<file path="src/bwst_pkg.sv">
`timescale 1ns / 1ps

package bwst_pkg;

  // one bus access as it arrives on the request channel
  typedef struct packed {
    logic        op;
    logic [1:0]  size;
    logic [31:0] addr;
    logic [31:0] wdata;
  } bwst_req_t;

  // timing result for one access
  typedef struct packed {
    logic [4:0]  cycles;
    logic        sequential;
    logic        reg_hit;
    logic [31:0] rdata;
  } bwst_rsp_t;

  // wait-control register and its decoded waits
  // rom entries: window0 n, window0 s, window1 n, window1 s, window2 n, window2 s
  typedef struct packed {
    logic [15:0]     raw;
    logic [3:0]      sram;
    logic [5:0][3:0] rom;
  } bwst_wait_t;

endpackage

</file>
<file path="src/bwst_if.sv">
`timescale 1ns / 1ps

// access request channel
interface bwst_in_if;
  logic        valid;
  logic        ready;
  logic        op;
  logic [1:0]  size;
  logic [31:0] addr;
  logic [31:0] wdata;

  modport source (output valid, output op, output size, output addr, output wdata,
                  input ready);
  modport sink   (input valid, input op, input size, input addr, input wdata,
                  output ready);
endinterface

// timing result channel
interface bwst_out_if;
  logic        valid;
  logic        ready;
  logic [4:0]  cycles;
  logic        sequential;
  logic        reg_hit;
  logic [31:0] rdata;

  modport source (output valid, output cycles, output sequential, output reg_hit,
                  output rdata, input ready);
  modport sink   (input valid, input cycles, input sequential, input reg_hit,
                  input rdata, output ready);
endinterface

</file>
<file path="src/bus_wait_state_timer_top.sv">
`timescale 1ns / 1ps

// Bus wait-state timer. Each request is one bus access (read or write; byte, halfword or
// word; address and write data) and yields one result: the clock cycles charged, whether
// the access was sequential, and the wait-control register lane on a read hit. Writes to
// the wait-control lanes reprogram the decoded waits, which start at zero after reset.
// One request is accepted every cycle unless a held result stalls the input register; a
// result is taken from the input register through the combinational timing logic into
// the result register. Results may wait on the output while the next request is taken.
module bus_wait_state_timer_top (
  input  logic       clk,
  input  logic       rst_n,
  bwst_in_if.sink    in_ch,
  bwst_out_if.source out_ch
);
  import bwst_pkg::*;

  logic        in_valid_r;
  bwst_req_t   in_req_r;
  logic        out_valid_r;
  bwst_rsp_t   out_rsp_r;
  logic [31:0] seq_addr_r;
  bwst_wait_t  wait_r;

  bwst_rsp_t   rsp;
  logic [31:0] seq_addr_nxt;
  bwst_wait_t  wait_nxt;
  logic        advance;
  logic        in_ready;
  bwst_req_t   in_req;

  // the held request moves on when the result register is free or being drained
  assign advance  = in_valid_r && (!out_valid_r || out_ch.ready);
  assign in_ready = !in_valid_r || advance;

  assign in_ch.ready = in_ready;
  assign in_req      = '{op: in_ch.op, size: in_ch.size, addr: in_ch.addr,
                         wdata: in_ch.wdata};

  // timing decision and register update
  bwst_timing u_timing (
    .req          (in_req_r),
    .seq_addr     (seq_addr_r),
    .wait_cur     (wait_r),
    .rsp          (rsp),
    .seq_addr_nxt (seq_addr_nxt),
    .wait_nxt     (wait_nxt)
  );

  // control and state registers
  always_ff @(posedge clk) begin
    if (!rst_n) begin
      in_valid_r  <= 1'b0;
      out_valid_r <= 1'b0;
      seq_addr_r  <= 32'd0;
      wait_r      <= '0;
    end else begin
      if (in_ready) in_valid_r <= in_ch.valid;
      if (advance) begin
        out_valid_r <= 1'b1;
        seq_addr_r  <= seq_addr_nxt;
        wait_r      <= wait_nxt;
      end else if (out_ch.ready) begin
        out_valid_r <= 1'b0;
      end
    end
  end

  // payload registers
  always_ff @(posedge clk) begin
    if (in_ready && in_ch.valid) in_req_r <= in_req;
    if (advance) out_rsp_r <= rsp;
  end

  assign out_ch.valid      = out_valid_r;
  assign out_ch.cycles     = out_rsp_r.cycles;
  assign out_ch.sequential = out_rsp_r.sequential;
  assign out_ch.reg_hit    = out_rsp_r.reg_hit;
  assign out_ch.rdata      = out_rsp_r.rdata;

endmodule

</file>
<file path="src/bwst_timing.sv">
`timescale 1ns / 1ps

module bwst_timing (
  input  bwst_pkg::bwst_req_t  req,
  input  logic [31:0]          seq_addr,
  input  bwst_pkg::bwst_wait_t wait_cur,
  output bwst_pkg::bwst_rsp_t  rsp,
  output logic [31:0]          seq_addr_nxt,
  output bwst_pkg::bwst_wait_t wait_nxt
);
  import bwst_pkg::*;

  // access width codes
  localparam logic [1:0]  SIZE_BYTE = 2'd0;
  localparam logic [1:0]  SIZE_HALF = 2'd1;
  localparam logic        OP_WRITE  = 1'b1;

  // memory regions, from address bits 27..24
  localparam logic [3:0]  REG_EWRAM  = 4'h2;
  localparam logic [3:0]  REG_IO     = 4'h4;
  localparam logic [3:0]  REG_PAL    = 4'h5;
  localparam logic [3:0]  REG_VRAM   = 4'h6;
  localparam logic [3:0]  REG_ROM_LO = 4'h8;
  localparam logic [3:0]  REG_ROM_HI = 4'hD;
  localparam logic [3:0]  REG_SRAM   = 4'hE;

  localparam logic [31:0] WAIT_CTRL_ADDR = 32'h0400_0204;
  localparam logic [31:0] WAIT_CTRL_B1   = WAIT_CTRL_ADDR + 32'd1;
  localparam logic [31:0] WAIT_CTRL_WLO  = WAIT_CTRL_ADDR - 32'd2;
  localparam logic [31:0] SRAM_LIMIT     = 32'h0E00_FFFF;
  localparam logic [1:0]  WIN_LAST       = 2'd2;

  // first-access wait table
  function automatic logic [3:0] first_wait(input logic [1:0] code);
    logic [3:0] w;
    case (code)
      2'd0:    w = 4'd5;
      2'd1:    w = 4'd4;
      2'd2:    w = 4'd3;
      default: w = 4'd9;
    endcase
    return w;
  endfunction

  // second-access wait table, one pair per window
  function automatic logic [3:0] second_wait(input logic [1:0] win, input logic sel);
    logic [3:0] w;
    if (sel) begin
      w = 4'd2;
    end else begin
      case (win)
        2'd0:    w = 4'd3;
        2'd1:    w = 4'd5;
        default: w = 4'd9;
      endcase
    end
    return w;
  endfunction

  function automatic bwst_wait_t decode_low(input bwst_wait_t w, input logic [7:0] b);
    bwst_wait_t r;
    r        = w;
    r.sram   = first_wait(b[1:0]);
    r.rom[0] = first_wait(b[3:2]);
    r.rom[1] = second_wait(2'd0, b[4]);
    r.rom[2] = first_wait(b[6:5]);
    r.rom[3] = second_wait(2'd1, b[7]);
    return r;
  endfunction

  function automatic bwst_wait_t decode_high(input bwst_wait_t w, input logic [7:0] b);
    bwst_wait_t r;
    r        = w;
    r.rom[4] = first_wait(b[1:0]);
    r.rom[5] = second_wait(2'd2, b[2]);
    return r;
  endfunction

  logic        is_write;
  logic        is_byte;
  logic        is_half;
  logic        is_word;
  logic [2:0]  bytes;
  logic        low_space;
  logic [3:0]  region;
  logic        io_hit;
  logic        rom_rd;
  logic        seq;
  logic [1:0]  win;
  logic [3:0]  rom_n;
  logic [3:0]  rom_s;
  logic [4:0]  rom_cyc;
  logic [4:0]  cyc;
  logic        wr_lo;
  logic        wr_hi;
  logic        wr_half;
  logic [15:0] half_data;
  logic        hit;
  logic [31:0] rd;
  bwst_wait_t  w;

  assign is_write = (req.op == OP_WRITE);
  assign is_byte  = (req.size == SIZE_BYTE);
  assign is_half  = (req.size == SIZE_HALF);
  assign is_word  = req.size[1];
  assign bytes    = is_byte ? 3'd1 : (is_half ? 3'd2 : 3'd4);

  assign seq_addr_nxt = req.addr + {29'd0, bytes};

  assign low_space = (req.addr[31:28] == 4'h0);
  assign region    = req.addr[27:24];
  assign io_hit    = low_space && (region == REG_IO);
  assign rom_rd    = low_space && !is_write &&
                     (region >= REG_ROM_LO) && (region <= REG_ROM_HI);

  // a rom read at the start of a 128k block is never sequential
  assign seq = (req.addr == seq_addr) && !(rom_rd && (req.addr[16:0] == 17'd0));

  // rom window select, window 3 folds onto window 2
  assign win     = (req.addr[26:25] == 2'd3) ? WIN_LAST : req.addr[26:25];
  assign rom_n   = wait_cur.rom[{win, 1'b0}];
  assign rom_s   = wait_cur.rom[{win, 1'b1}];
  assign rom_cyc = {1'b0, seq ? rom_s : rom_n} + (is_word ? {1'b0, rom_s} : 5'd0);

  // cycle count by region
  always_comb begin
    cyc = 5'd1;
    if (low_space) begin
      case (region) inside
        REG_EWRAM:          cyc = is_word ? 5'd6 : 5'd3;
        REG_PAL, REG_VRAM:  cyc = is_word ? 5'd2 : 5'd1;
        [REG_ROM_LO:REG_ROM_HI]: begin
          if (!is_write) cyc = rom_cyc;
        end
        REG_SRAM: begin
          if (is_byte && (is_write || req.addr <= SRAM_LIMIT)) cyc = {1'b0, wait_cur.sram};
        end
        default:            cyc = 5'd1;
      endcase
    end
  end

  // wait-control lane decode for writes
  always_comb begin
    wr_lo     = 1'b0;
    wr_hi     = 1'b0;
    wr_half   = 1'b0;
    half_data = req.wdata[15:0];
    if (io_hit && is_write) begin
      if (is_byte) begin
        wr_lo = (req.addr == WAIT_CTRL_ADDR);
        wr_hi = (req.addr == WAIT_CTRL_B1);
      end else if (is_half) begin
        wr_half = (req.addr == WAIT_CTRL_ADDR);
      end else begin
        if (req.addr == WAIT_CTRL_ADDR) begin
          wr_half = 1'b1;
        end else if (req.addr == WAIT_CTRL_WLO) begin
          wr_half   = 1'b1;
          half_data = req.wdata[31:16];
        end
      end
    end
  end

  // register update, bit 15 of the raw value is always kept
  always_comb begin
    w = wait_cur;
    if (wr_lo) begin
      w.raw[7:0] = req.wdata[7:0];
      w = decode_low(w, req.wdata[7:0]);
    end
    if (wr_hi) begin
      w.raw[14:8] = req.wdata[6:0];
      w = decode_high(w, req.wdata[7:0]);
    end
    if (wr_half) begin
      w.raw[14:0] = half_data[14:0];
      w = decode_low(w, half_data[7:0]);
      w = decode_high(w, half_data[15:8]);
    end
    wait_nxt = w;
  end

  // wait-control lane reads
  always_comb begin
    hit = 1'b0;
    rd  = 32'd0;
    if (io_hit && !is_write) begin
      if (is_byte) begin
        if (req.addr == WAIT_CTRL_ADDR) begin
          hit = 1'b1;
          rd  = {24'd0, wait_cur.raw[7:0]};
        end else if (req.addr == WAIT_CTRL_B1) begin
          hit = 1'b1;
          rd  = {24'd0, wait_cur.raw[15:8]};
        end
      end else if (is_half) begin
        if (req.addr == WAIT_CTRL_ADDR) begin
          hit = 1'b1;
          rd  = {16'd0, wait_cur.raw};
        end
      end else begin
        if (req.addr == WAIT_CTRL_ADDR) begin
          hit = 1'b1;
          rd  = {16'd0, wait_cur.raw};
        end else if (req.addr == WAIT_CTRL_WLO) begin
          hit = 1'b1;
          rd  = {wait_cur.raw, 16'd0};
        end
      end
    end
  end

  assign rsp.cycles     = cyc;
  assign rsp.sequential = seq;
  assign rsp.reg_hit    = hit;
  assign rsp.rdata      = rd;

endmodule
</file>
<file path="src/flat_wrapper.sv">
// flat-port wrapper written by rule: the top's interface ports become plain ports
module bus_wait_state_timer_top_flat import bwst_pkg::*;
  (clk, rst_n, in_ch_valid, in_ch_op, in_ch_size, in_ch_addr, in_ch_wdata, in_ch_ready, out_ch_valid, out_ch_cycles, out_ch_sequential, out_ch_reg_hit, out_ch_rdata, out_ch_ready);
  bwst_in_if in_ch_i ();
  bwst_out_if out_ch_i ();
  input  logic clk;
  input  logic rst_n;
  input wire logic [$bits(in_ch_i.valid)-1:0] in_ch_valid;
  input wire logic [$bits(in_ch_i.op)-1:0] in_ch_op;
  input wire logic [$bits(in_ch_i.size)-1:0] in_ch_size;
  input wire logic [$bits(in_ch_i.addr)-1:0] in_ch_addr;
  input wire logic [$bits(in_ch_i.wdata)-1:0] in_ch_wdata;
  output wire logic [$bits(in_ch_i.ready)-1:0] in_ch_ready;
  output wire logic [$bits(out_ch_i.valid)-1:0] out_ch_valid;
  output wire logic [$bits(out_ch_i.cycles)-1:0] out_ch_cycles;
  output wire logic [$bits(out_ch_i.sequential)-1:0] out_ch_sequential;
  output wire logic [$bits(out_ch_i.reg_hit)-1:0] out_ch_reg_hit;
  output wire logic [$bits(out_ch_i.rdata)-1:0] out_ch_rdata;
  input wire logic [$bits(out_ch_i.ready)-1:0] out_ch_ready;
  assign in_ch_i.valid = in_ch_valid;
  assign in_ch_i.op = in_ch_op;
  assign in_ch_i.size = in_ch_size;
  assign in_ch_i.addr = in_ch_addr;
  assign in_ch_i.wdata = in_ch_wdata;
  assign in_ch_ready = in_ch_i.ready;
  assign out_ch_valid = out_ch_i.valid;
  assign out_ch_cycles = out_ch_i.cycles;
  assign out_ch_sequential = out_ch_i.sequential;
  assign out_ch_reg_hit = out_ch_i.reg_hit;
  assign out_ch_rdata = out_ch_i.rdata;
  assign out_ch_i.ready = out_ch_ready;
  bus_wait_state_timer_top u_core (.clk(clk), .rst_n(rst_n), .in_ch(in_ch_i), .out_ch(out_ch_i));
endmodule
</file>
<file path="config.mk">
export PLATFORM = sky130hd
export DESIGN_NAME = bus_wait_state_timer_top_flat
export DESIGN_NICKNAME = d
export VERILOG_FILES = /design/src/bwst_pkg.sv /design/src/bwst_if.sv /design/src/bus_wait_state_timer_top.sv /design/src/bwst_timing.sv /design/src/flat_wrapper.sv
export SDC_FILE = /design/constraint.sdc
export NUM_CORES = 1
export LEC_CHECK = 0
export BUFFER_PORTS_ARGS = -buffer_cell sky130_fd_sc_hd__buf_2
export CAP_MARGIN = 5
export CORE_UTILIZATION = 25
export CTS_CLUSTER_DIAMETER = 60
export CTS_CLUSTER_SIZE = 28
export DETAILED_ROUTE_END_ITERATION = 10
export PLACE_DENSITY = 0.4
export SLEW_MARGIN = 30
export SYNTH_ARGS = -nofsm -noshare
export SYNTH_HDL_FRONTEND = slang
export SYNTH_SLANG_ARGS = --single-unit
</file>
<file path="constraint.sdc">
create_clock -name clk -period 4.91 [get_ports clk]
set_clock_uncertainty 0.05 [all_clocks]
set_input_delay 0 -clock clk [delete_from_list [all_inputs] [get_ports clk]]
set_output_delay 0 -clock clk [all_outputs]
set_load 0.01 [all_outputs]
</file>
# Yosys cells after proc, flatten, opt, wreduce, memory -nomap -nowiden
# Cells that the tools add are included.
[op_classes]
add_sub_neg = 2
n_lt_le_gt_ge = 5
n_eq_ne = 25
n_mux = 61
n_reduce_logical = 33
[ops]
columns = ["operator", "n"]
rows = [
  ["32-bit two-way mux", 4],
  ["32-bit by 27-bit == test with 1-bit output, second input constant", 3],
  ["43-bit two-way mux", 2],
  ["4-bit one-hot mux with 3 select lines", 7],
  ["15-bit two-way mux", 5],
  ["36-bit two-way mux", 1],
  ["32-bit by 3-bit adder with 32-bit output", 1],
  ["32-bit == test", 1],
  ["32-bit by 28-bit <= comparator with 1-bit output, second input constant", 1],
  ["4-bit two-way mux", 8],
  ["5-bit two-way mux", 4],
  ["1-bit two-way mux", 18],
  ["17-bit logical NOT", 1],
  ["4-bit binary-select mux with 2-bit select", 2],
  ["2-bit by 1-bit == test with 1-bit output, second input constant", 8],
  ["2-bit == test, second input constant", 8],
  ["2-bit logical NOT", 8],
  ["16-bit two-way mux", 1],
  ["8-bit two-way mux", 2],
  ["3-bit two-way mux", 5],
  ["4-bit by 3-bit == test with 1-bit output, second input constant", 3],
  ["1-bit logical AND", 12],
  ["3-bit by 4-bit less-than comparator with 1-bit output, second input constant", 2],
  ["4-bit by 4-bit adder with 5-bit output", 1],
  ["11 further kinds", 18],
]
[word_totals]
ff_bits = 183
inputBits = 71
out_inout_bits = 41

# Longest topological paths before layout
[logic_depth]
ltp_word = 13
ltp_mapped = 14

# Hierarchy
# Synthesis repeated with hierarchy kept, for this count alone.
[unflattened]
hier_cells = 939
area_unflattened_um2 = 9653.0
[by_module_without_submodules]
columns = ["mod", "n_inst", "cells_per_inst", "area_per_inst_um2", "seq_area_each_um2"]
rows = [
  ["bus_wait_state_timer_top", 1, 445, 6301.0, 4744.6],
  ["bwst_timing", 1, 494, 3352.0, 0.0],
]

# Worst setup path after synthesis
# No wires, ideal clock.
[synth_path]
kind = "reg2reg"
from = "register u_core.in_req_r[58] (netlist bit)"
to = "register u_core.out_rsp_r (netlist bit u_core.out_ch.cycles[3]) (data pin)"
setup_ns = 0.261
arrival_ns = 3.116
t_required_ns = 4.599
slack_ns = 1.484
path_stages_with_launch = 14
n_path_buf = 1
path_cell_list = "edfxtp_1 > clkbuf_1 > xor2_1 > nor4_1 > nand4_1 > a211oi_2 > mux4_2 > ha_1 > a21o_1 > a21oi_1 > xor2_1 > nor2_1 > a21oi_1 > nor2_1"
[synth_between]
elab_chain_len = 12
elab_cells_between_ends = 32
cone_classes = "add/sub (1); order compare (3); eq/ne (6); mux (13); reduce/logical (9)"
[synth_lines]
columns = ["item", "line", "source"]
rows = [
  ["start, declared", "bus_wait_state_timer_top.sv:19", "bwst_req_t in_req_r;"],
  ["start signal, assigned", "bus_wait_state_timer_top.sv:71", "if (in_ready && in_ch.valid) in_req_r <= in_req;"],
  ["4-bit >= comparator", "bwst_timing.sv:114", "(region >= REG_ROM_LO) && (region <= REG_ROM_HI);"],
  ["1-bit logical AND", "bwst_timing.sv:113", "assign rom_rd = low_space && !is_write &&"],
  ["1-bit logical AND", "bwst_timing.sv:114", ""],
  ["1-bit logical AND", "bwst_timing.sv:117", "assign seq = (req.addr == seq_addr) && !(rom_rd && (req.addr[16:0] == 17'd0));"],
  ["1-bit logical NOT", "bwst_timing.sv:117", ""],
  ["1-bit logical AND *", "bwst_timing.sv:117", ""],
  ["via u_core.u_timing.seq", "bwst_timing.sv:88", "logic seq;"],
  ["4-bit two-way mux *", "bwst_timing.sv:123", "assign rom_cyc = {1'b0, seq ? rom_s : rom_n} + (is_word ? {1'b0, rom_s} : 5'd0);"],
  ["4-bit by 4-bit adder with 5-bit output *", "bwst_timing.sv:123", ""],
  ["5-bit two-way mux *", "bwst_timing.sv:133", "if (!is_write) cyc = rom_cyc;"],
  ["5-bit two-way mux * (3 in a row)", "bwst_timing.sv:129", "case (region) inside"],
  ["end signal, assigned", "bus_wait_state_timer_top.sv:72", "if (advance) out_rsp_r <= rsp;"],
  ["end, declared", "bus_wait_state_timer_top.sv:21", "bwst_rsp_t out_rsp_r;"],
]
# The timed path passes the listed nets; every way through them passes the cells marked *. The select of a mux whose other input is x is not followed.
# A chain may end at the register's enable or synchronous reset.

# Worst setup path after layout
[layout_path]
from = "register u_core.in_req_r[48] (netlist bit)"
to = "register u_core.out_rsp_r (netlist bit u_core.out_ch.cycles[3]) (data pin)"
[layout_between]
elab_chain_len = 10
elab_cells_between_ends = 16
cone_classes = "add/sub (1); order compare (1); eq/ne (1); mux (7); reduce/logical (6)"
[layout_lines]
columns = ["item", "line"]
rows = [
  ["17-bit logical NOT", "bwst_timing.sv:117"],
  ["1-bit logical AND", "bwst_timing.sv:117"],
  ["1-bit logical NOT", "bwst_timing.sv:117"],
  ["1-bit logical AND *", "bwst_timing.sv:117"],
  ["via u_core.u_timing.seq", "bwst_timing.sv:88"],
  ["4-bit two-way mux *", "bwst_timing.sv:123"],
  ["4-bit by 4-bit adder with 5-bit output *", "bwst_timing.sv:123"],
  ["5-bit two-way mux *", "bwst_timing.sv:133"],
  ["5-bit two-way mux * (3 in a row)", "bwst_timing.sv:129"],
]
# The timed path passes the listed nets; every way through them passes the cells marked *.

==> out/results.ini <==
[power]
seqPwrFrac_pct = 49.0
power_switching_w = 0.000779
power_frac_clock_pct = 43.3
power.internal_w = 0.00259
powerDensity_nw_per_um2 = 330
p_leak_nw = 3.77
vdd_ir_drop_max_v = 0.000194
p_comb_share_pct = 7.7
total_power_w = 0.00336
switching_share_pct = 23.1

[worst_setup_path]
cp-end-kind = register
crit_required_ns = 5.05
crit_chain = xor2_1 > nor4_1 > nand4_1 > a211oi_2 > mux4_2 > ha_1 > a21o_1 > a21oi_1 > xor2_1 > nor2_1 > a21oi_1 > nor2_1
slowest_stage = a211oi_2
crit_type = register to register
setup.worst_path.start_class = register
startpoint = u_core.in_req_r[48]
r2r-start = u_core.in_req_r[48]
crit_fanout = 10
cp.arrival_ns = 4.13
max_stage_delay_ns = 0.71

[yosys]
synth_top_family_by_area = simple AND/OR/NAND/NOR gates
ys.flop_type = edfxtp_1
synthSimpleGateAreaFrac_pct = 17.3
yosys.area_share.xor_xnor_pct = 7.02
synth.top_cell.area_share_pct = 39.0
ys_top_cells_by_area = edfxtp_1 39%, dfxtp_1 18%, xor2_1 4.9%
synth_compound_area_share_pct = 11.0
syn_area_per_cell_um2 = 11.0
synth_adder_area_share_pct = 1.62
syn_inst = 715
synth.ff_latch_count = 171
yosysWarnings = 0
yosys.area.top_type = edfxtp_1
muxShareOfSynthArea_pct = 3.25
synth_area_um2 = 7860
synth-seq-area-share_pct = 56.6
synth-edff-count = 102
async_flop_share_pct = 0
yosys.cell_types.count = 62

[outcome]
status = complete, but fails checks
failed_checks = design-rule violations

[timing]
fmax_mhz = 250
slew_violations = 0
tns_ns = 0
whs_ns = 0.135
fin_crit_sh_pct = 81.4
layout_min_cycle_time_ns = 3.99
rsz0062_at_grt = no
slew_headroom_pct = 43.2
worst_pin_slew_ns = 0.851
setup_viol = 0
finalHoldViolCount = 0

[floorplan]
start_util_pct = 25.5
chipHeight_um = 179
core.rowCount = 64
pin_count = 112
design.core.area_um2 = 30700
dieArea_um2 = 32100
die_w_um = 179

[global_routing]
antenna_found_initial = 0
grt_pass1_wl_mm = 33.3
grt_use_total_pct = 14.0
grt_pass1_vias = 5622
grt_max_degree = 67
overflow = 0

[drt]
wl_per_cell_um = 16.7
drt_pass1_iterations = 8
wirelength_mm = 21.6
antenna_left = 0
drc = 12
viasPerCell = 4.53
drt_iter0_drc = 330
dr_total_vias = 5850

[layout]
fin_area_um2 = 10200
drive_gt1_share_pct = 19.9
layout.nets = 963
n_fill_cell = 3191
antennaDiodeCount = 0
area_growth_pct = 29.6
fin_util_pct = 33.1

[clock_network]
cts.sinks = 171
clk_pin_slew_ns = 0.07
clk_latency_ns = 0.43
cts_buffer_depth = 2
h-tree-depth = 4
cts_tree = yes
cts_inserted_buffers = 17
cts_resized = 0
clk_root_buffer_cell = clkbuf_16

[place]
place_area_um2 = 8860
io_buffers = 107
dp_hpwl_mm = 15.1
place_congestion = 0.765

[hold_path]
min_from = rst_n
worst_hold_path_type = input port to register

[flow_run]
drv_cap = 0

==> cell usage in the layout, fill, tap and decap left out, types with 8 or more instances in the layout <==
cell	instances
nor3_1	13
a31oi_1	8
o21ai_0	28
a211oi_1	22
inv_1	21
nor2_1	65
xnor2_1	19
nand3_1	16
dfxtp_1	69
nand4_1	9
a21oi_1	34
and2_1	25
buf_4	15
xor2_1	44
edfxtp_1	102
nand2_1	40
nor4_1	21
buf_2	107
a22oi_1	8
mux2i_1	15
dlygate4sd3_1	68
clkbuf_16	17
==> metal layers <==
layer	wire length, um	GRT usage (%)	part of all wire [%]
met1	11500	21.3	53
met2	8990	19.7	42
met3	943	2.44	4.4
met4	237	4.10	1.1
met5	0	0	0
==> per-stage QoR <==
step | std cells | setup WS (ns)
6_report | 1292 | 0.916
5_1_grt | 1292 | 0.655
4_1_cts | 1292 | 0.866
3_5_place_dp | 1192 | 0.892
3_3_place_gp | 1192 | 0.824
2_1_floorplan | 716 | 1.48
==> power groups by stage <==
stage / sequential [W] / clock [W] / combinational, W
after floorplan: 0.00166 / 0 / 0.000135
after global placement: 0.00168 / 0 / 0.000222
after detailed placement: 0.00168 / 0 / 0.000223
after CTS: 0.00165 / 0.00150 / 0.000265
after global routing: 0.00166 / 0.00155 / 0.000290
final: 0.00165 / 0.00146 / 0.000260
==> final timing paths <==
check                                  to  slack [ns]  cells past startpoint
setup / recovery  u_core.out_ch.cycles[3]        0.92                     12
setup reg to reg  u_core.out_ch.cycles[3]        0.92                     12
hold / removal          u_core.wait_r[25]        0.13                      2
hold reg to reg          u_core.wait_r[2]        0.40                      2
==> kinds of logic after synthesis <==
family	after synthesis
AND/OR/NAND/NOR	250
flip-flops	171
XOR/XNOR	63
other	1
adder cells (fa/ha/maj)	9
AO/OA/AOI/OAI	134
buffers and inverters	64
multiplexers	23
==> area by class of cell <==
| type | count | area (um2) | area share (%) |
|---|---|---|---|
| Multi-Input combinational cell | 481 | 3190 | 31.4 |
| Inverter | 22 | 82.6 | 0.811 |
| Sequential cell | 171 | 4440 | 43.7 |
| Timing Repair Buffer | 190 | 1330 | 13.1 |
| Clock buffer | 19 | 443 | 4.35 |
| Clock inverter | 13 | 190 | 1.87 |
| Tap cell | 396 | 495 | 4.87 |
==> worst max-delay path, delay by kind of cell, from the launching register on <==
kind | cells | cell delay, ns
fa+ha+maj | 1 | 0.29
flops | 1 | 0.50
xor+xnor | 2 | 0.35
simple gates | 4 | 0.75
compound gates | 4 | 1.17
mux | 1 | 0.63
==> synth_stat cells, types with 9 or more instances <==
library cell and instances:
edfxtp_1 102, dfxtp_1 69, nor2_1 65, xor2_1 44, nand2_1 40, a21oi_1 34
o21ai_0 28, clkbuf_1 27, and2_1 26, a211oi_1 23, inv_1 21, nor4_1 21
xnor2_1 19, nand3_1 16, mux2i_1 15, nor3_1 14, nand4_1 9
==> what timing repair did <==
| action | in CTS | in global routing |
|---|---|---|
| hold buffers | 68 | 0 |
| buffers inserted | 0 | 0 |
| endpoints found under the hold margin | 67 | 0 |
==> flip-flops by register name, summed over array words and instances, names as in the netlist <==
| name | flops |
|---|---|
| u_core.in_req_r | 65 |
| u_core.in_valid_r | 1 |
| u_core.out_ch.cycles | 5 |
| u_core.out_ch.rdata | 30 |
| u_core.out_ch.reg_hit | 1 |
| u_core.out_ch.sequential | 1 |
| u_core.out_ch.valid | 1 |
| u_core.seq_addr_r | 32 |
| u_core.wait_r | 35 |
(Power assumes the default switching activity.)
